===== src/hw/rtl/gdfw_ram.sv =====
// generic single-write, single-read ram with registered read data
module gdfw_ram #(
  parameter int W = 8,
  parameter int D = 16
) (
  input  logic                                clk,
  input  logic                                we,
  input  logic [((D > 1) ? $clog2(D) : 1)-1:0] waddr,
  input  logic [W-1:0]                        wdata,
  input  logic                                re,
  input  logic [((D > 1) ? $clog2(D) : 1)-1:0] raddr,
  output logic [W-1:0]                        rdata
);

  logic [W-1:0] mem [D];

  always_ff @(posedge clk) begin
    if (we) begin
      mem[waddr] <= wdata;
    end
    if (re) begin
      rdata <= mem[raddr];
    end
  end

endmodule


===== config.mk =====
export PLATFORM = sky130hd
export DESIGN_NAME = gdfw_ram
export DESIGN_NICKNAME = d
export VERILOG_FILES = /design/src/hw/rtl/gdfw_ram.sv
export SDC_FILE = /design/constraint.sdc
export NUM_CORES = 1
export LEC_CHECK = 0
export ABC_AREA = 0
export BUFFER_PORTS_ARGS = -buffer_cell sky130_fd_sc_hd__buf_2
export CELL_PAD_IN_SITES_DETAIL_PLACEMENT = 1
export CELL_PAD_IN_SITES_GLOBAL_PLACEMENT = 1
export CORE_UTILIZATION = 30
export CTS_BUF_LIST = sky130_fd_sc_hd__clkbuf_16
export DETAILED_ROUTE_END_ITERATION = 16
export HOLD_SLACK_MARGIN = 0.08
export PLACE_DENSITY_LB_ADDON = 0.1
export SLEW_MARGIN = 30
export SYNTH_ARGS = -nofsm -noshare
export SYNTH_HDL_FRONTEND = slang
export SYNTH_SLANG_ARGS = --single-unit

===== constraint.sdc =====
create_clock -name clk -period 2.9 [get_ports clk]
set_clock_uncertainty 0.1 [all_clocks]
set_input_delay 0.58 -clock clk [delete_from_list [all_inputs] [get_ports clk]]
set_output_delay 0.58 -clock clk [all_outputs]
set_load 0.02 [all_outputs]

# Word-level counts from Yosys, hierarchy flattened
# Memories as Yosys holds them, arrays and structs flattened. A register that Yosys moved wholly into a read port is not among the register bits.
# Index checks and enable logic that the tools add are counted.
totals:
  regBits: 0
  ramBits: 128
  in_bits: 19
  out_inout_bits: 8
  word_cells: 3
  memories: 1
op_classes:
  n_mux: 2
memory_table:
  columns: ["memory", "words", "width", "rd", "rd_clocked_by_memory_dff", "write_ports", "line_no", "rtl"]
  rows:
  - ["mem", 16, 8, 1, 1, 1, "15", "logic [W-1:0] mem [D];"]
op_table:
  columns: ["operator", "count"]
  rows:
  - ["2-to-1 mux 1 bit", 2]

# Depth between registers and ports, before layout
logic_depth:
  depth_word: 2
  depth_mapped: 5
  depth_no_buf: 3

# Worst setup path after synthesis
# Ideal clock, no wire load.
synth_path:
  path_kind: "input to register"
  startpoint: "input port waddr[2] (netlist name)"
  endpoint: "memory mem[0][0] (enable)"
  setup_time_ns: 0.383
  arrival_time_ns: 1.690
  required_time_ns: 2.417
  setup_slack_ns: 0.727
  stages: 2
  n_path_buf: 0
  cell_sequence: "or3b_2 > nor3_1"
synth_rtl:
  columns: ["item", "line_no", "rtl"]
  rows:
  - ["from (decl)", "8", "input logic [((D > 1) ? $clog2(D) : 1)-1:0] waddr,"]
  - ["to (decl)", "15", null]
# Straight into the memory's write port.

==> impl_metrics.py <==
metrics = {
    "clock_network": {
        "clock-sinks": 136,
        "clock_tree_from_tritoncts": "yes",
        "clkTransAtPathRegs_ps": 50,
        "clock_latency_at_the_later_pin_of_the_worst_skew_pair_ps": 410,
        "resized_after_cts": 0,
        "cts_hold_buffers_added": 0,
        "cts_buffers": 17,
        "cts_post_setup_buffers_inserted": 0,
        "cts_max_level": 4,
        "clk_path_buf_depth": 2,
        "clockRootBuffer": "sky130_fd_sc_hd__clkbuf_16",
    },
    "power": {
        "share_seq_of_total_power_pct": 49.4,
        "power_report.internal_total_mw": 3.62,
        "power.leakage_nw": 2.11,
        "switching_share_pct": 19.7,
        "p_clk_share_pct": 45.8,
        "pwr-share-comb_pct": 4.8,
        "worst_ir_drop_vdd_v": 0.000402,
        "power_switching_mw": 0.887,
        "pwr_density_cell_nw_per_um2": 717,
    },
    "detailed_routing": {
        "ant_nets": 0,
        "detailroute.via_count": 2437,
        "routed_wire_length_per_instance_um": 22.2,
        "number_of_design_rule_violations_left_by_the_first_detailed_router_iteration": 174,
        "residual_drc_count": 0,
        "vias_per_cell": 4.70,
        "drt_pass1_iterations": 4,
        "route.final.wire_length_um": 11500,
    },
    "setup_path": {
        "critical_path_source_type": "input pin",
        "critical-path-max-stage-delay_ps": 580,
        "critPathMaxFanout": 20,
        "slowest_stage_cell_crit_path": "sky130_fd_sc_hd__mux4_1",
        "worstPathArrival_ps": 2000,
        "worst_path_buf_inv": 2,
        "critPathCaptureType": "register",
        "r2r_slack_ps": 1280,
        "critPathKind": "in -> reg",
        "critical_path.top_delay_family": "multiplexers",
        "crit_path_cell_trace": "buf_2 > buf_12 > mux4_1 > a22oi_1 > nand2_1",
        "worst-endpoint-required_ps": 2960,
    },
    "grt": {
        "grt_first_pass_wirelength_um": 17200,
        "antenna_violations_before_repair": 0,
        "first_global_vias": 2614,
        "pin_count_of_the_biggest_net_entering_global_routing": 21,
        "grt.total_usage_pct": 14.1,
        "overflow": 0,
    },
    "timing": {
        "slew_headroom_pct": 44.2,
        "timing.setup.tns_ps": 0,
        "tightestPinTransition_ps": 834,
        "min_period_ps": 1940,
        "setup_repair_after_global_routing_missed_its_margin": "no",
        "fin_hold_ws_ps": 447,
        "layout_worst_path_cycle_share_pct": 66.9,
        "maxSlewViolCount": 0,
        "final-hold-violation-count": 0,
        "fmaxAchievable_ghz": 0.515,
        "setup_viol": 0,
    },
    "yosys": {
        "yosysUniqueCellTypes": 18,
        "synthCells": 229,
        "mean_instance_size_in_the_synthesized_netlist_um2": 22.8,
        "netlist_area_um2": 5230,
        "synth.net_count": 248,
        "ys_seq_elements": 136,
        "ys_seq_area_share_pct": 78.1,
        "synth.yosys.warnings": 0,
    },
    "finish": {
        "synthToLayoutAreaGrowth_pct": 20.4,
        "fill_cells": 1664,
        "highest_count_cells_in_the_layout_ignoring_fill_and_taps": "sky130_fd_sc_hd__edfxtp_1, sky130_fd_sc_hd__buf_2, sky130_fd_sc_hd__buf_4, sky130_fd_sc_hd__mux4_2, sky130_fd_sc_hd__clkbuf_16",
        "nets": 305,
        "regArea_um2": 4080,
        "mostFrequentLayoutCell": "sky130_fd_sc_hd__edfxtp_1",
        "multiInputGateArea_um2": 1060,
        "drive_gt1_share_pct": 30.9,
        "insertedDiodeCount": 0,
    },
    "placed_design": {
        "gp_routability_congestion": 0.683,
        "dp.final_hpwl_um": 7440,
        "place.port_buffers": 26,
    },
    "floorplanning": {
        "core_region_um2": 16800,
        "dieWidth_um": 134,
        "initial_utilization_pct": 31.1,
        "num_rows": 47,
        "design.die.area_um2": 18000,
        "die_y_um": 134,
        "floorplan.io_pins": 27,
    },
    "flow_run": {
        "cap_violations": 0,
    },
    "hold_path": {
        "holdCritPathClass": "in -> reg",
    },
    "run_status": {
        "outcome": "complete, no violations",
    },
}
## registers in the layout, summed over array words and instances (netlist names)
name / cells
mem: 128
rdata: 8
## worst paths after layout
path | start | end | cells past startpoint
max | raddr[0] | rdata[3]$_DFFE_PP_ | 5
min | re | rdata[7]$_DFFE_PP_ | 1
max reg2reg | mem[9][6]$_DFFE_PP_ | rdata[6]$_DFFE_PP_ | 3
min reg2reg | mem[14][1]$_DFFE_PP_ | rdata[1]$_DFFE_PP_ | 3
## cells by family after synthesis
family	after synthesis	synth area share, %
mux	32	14.8
buf+inv	10	1.65
flops	136	78.1
simple gates	35	3.14
compound gates	16	2.30
## area by class of cell
cell class,count,area share [%]
Clock buffer,17,6.76
Clock inverter,14,2.27
Multi-Input combinational cell,83,16.8
Sequential cell,136,64.9
Tap cell,220,4.37
Timing Repair Buffer,48,4.89
## cell usage after synthesis, drive strengths merged
master | number | share of area (%)
nor3 | 4 | 0.38
a22oi | 16 | 2.3
and2 | 1 | 0.12
nand3 | 1 | 0.096
buf | 7 | 1.1
edfxtp | 136 | 78
nand2b | 2 | 0.24
nand3b | 2 | 0.29
nor2 | 13 | 0.93
and2b | 1 | 0.14
nand2 | 9 | 0.65
nor2b | 1 | 0.12
mux4 | 32 | 15
or3b | 1 | 0.17
clkdlybuf4s25 | 3 | 0.57
## per-layer routing
metal	up-vias	track usage [%]	share of wire, %
met1	1292	18.2	47
met5	-	0	0
met2	46	22.4	50
li1	1091	-	-
met3	8	4.20	2.5
met4	0	5.49	0.97
## metrics by stage
stage	setup WS [ps]	cells	area (um2)	utilization [%]	total power, mW
after floorplan	727	229	5230	-	2.39
after global placement	453	487	5720	34.0	2.49
after detailed placement	467	487	5720	34.0	2.50
after CTS	917	518	6290	37.4	4.58
after global routing	889	518	6290	37.4	4.66
final	960	518	6290	37.4	4.51
## power groups by stage
| stage | Combinational [mW] | Sequential (mW) | Clock (mW) |
|---|---|---|---|
| global route | 0.239 | 2.23 | 2.19 |
| CTS | 0.226 | 2.23 | 2.12 |
| floorplan | 0.112 | 2.28 | 0 |
| finish | 0.218 | 2.23 | 2.06 |
| global placement | 0.224 | 2.27 | 0 |
| detailed placement | 0.226 | 2.27 | 0 |
(Power assumes the default switching activity.)
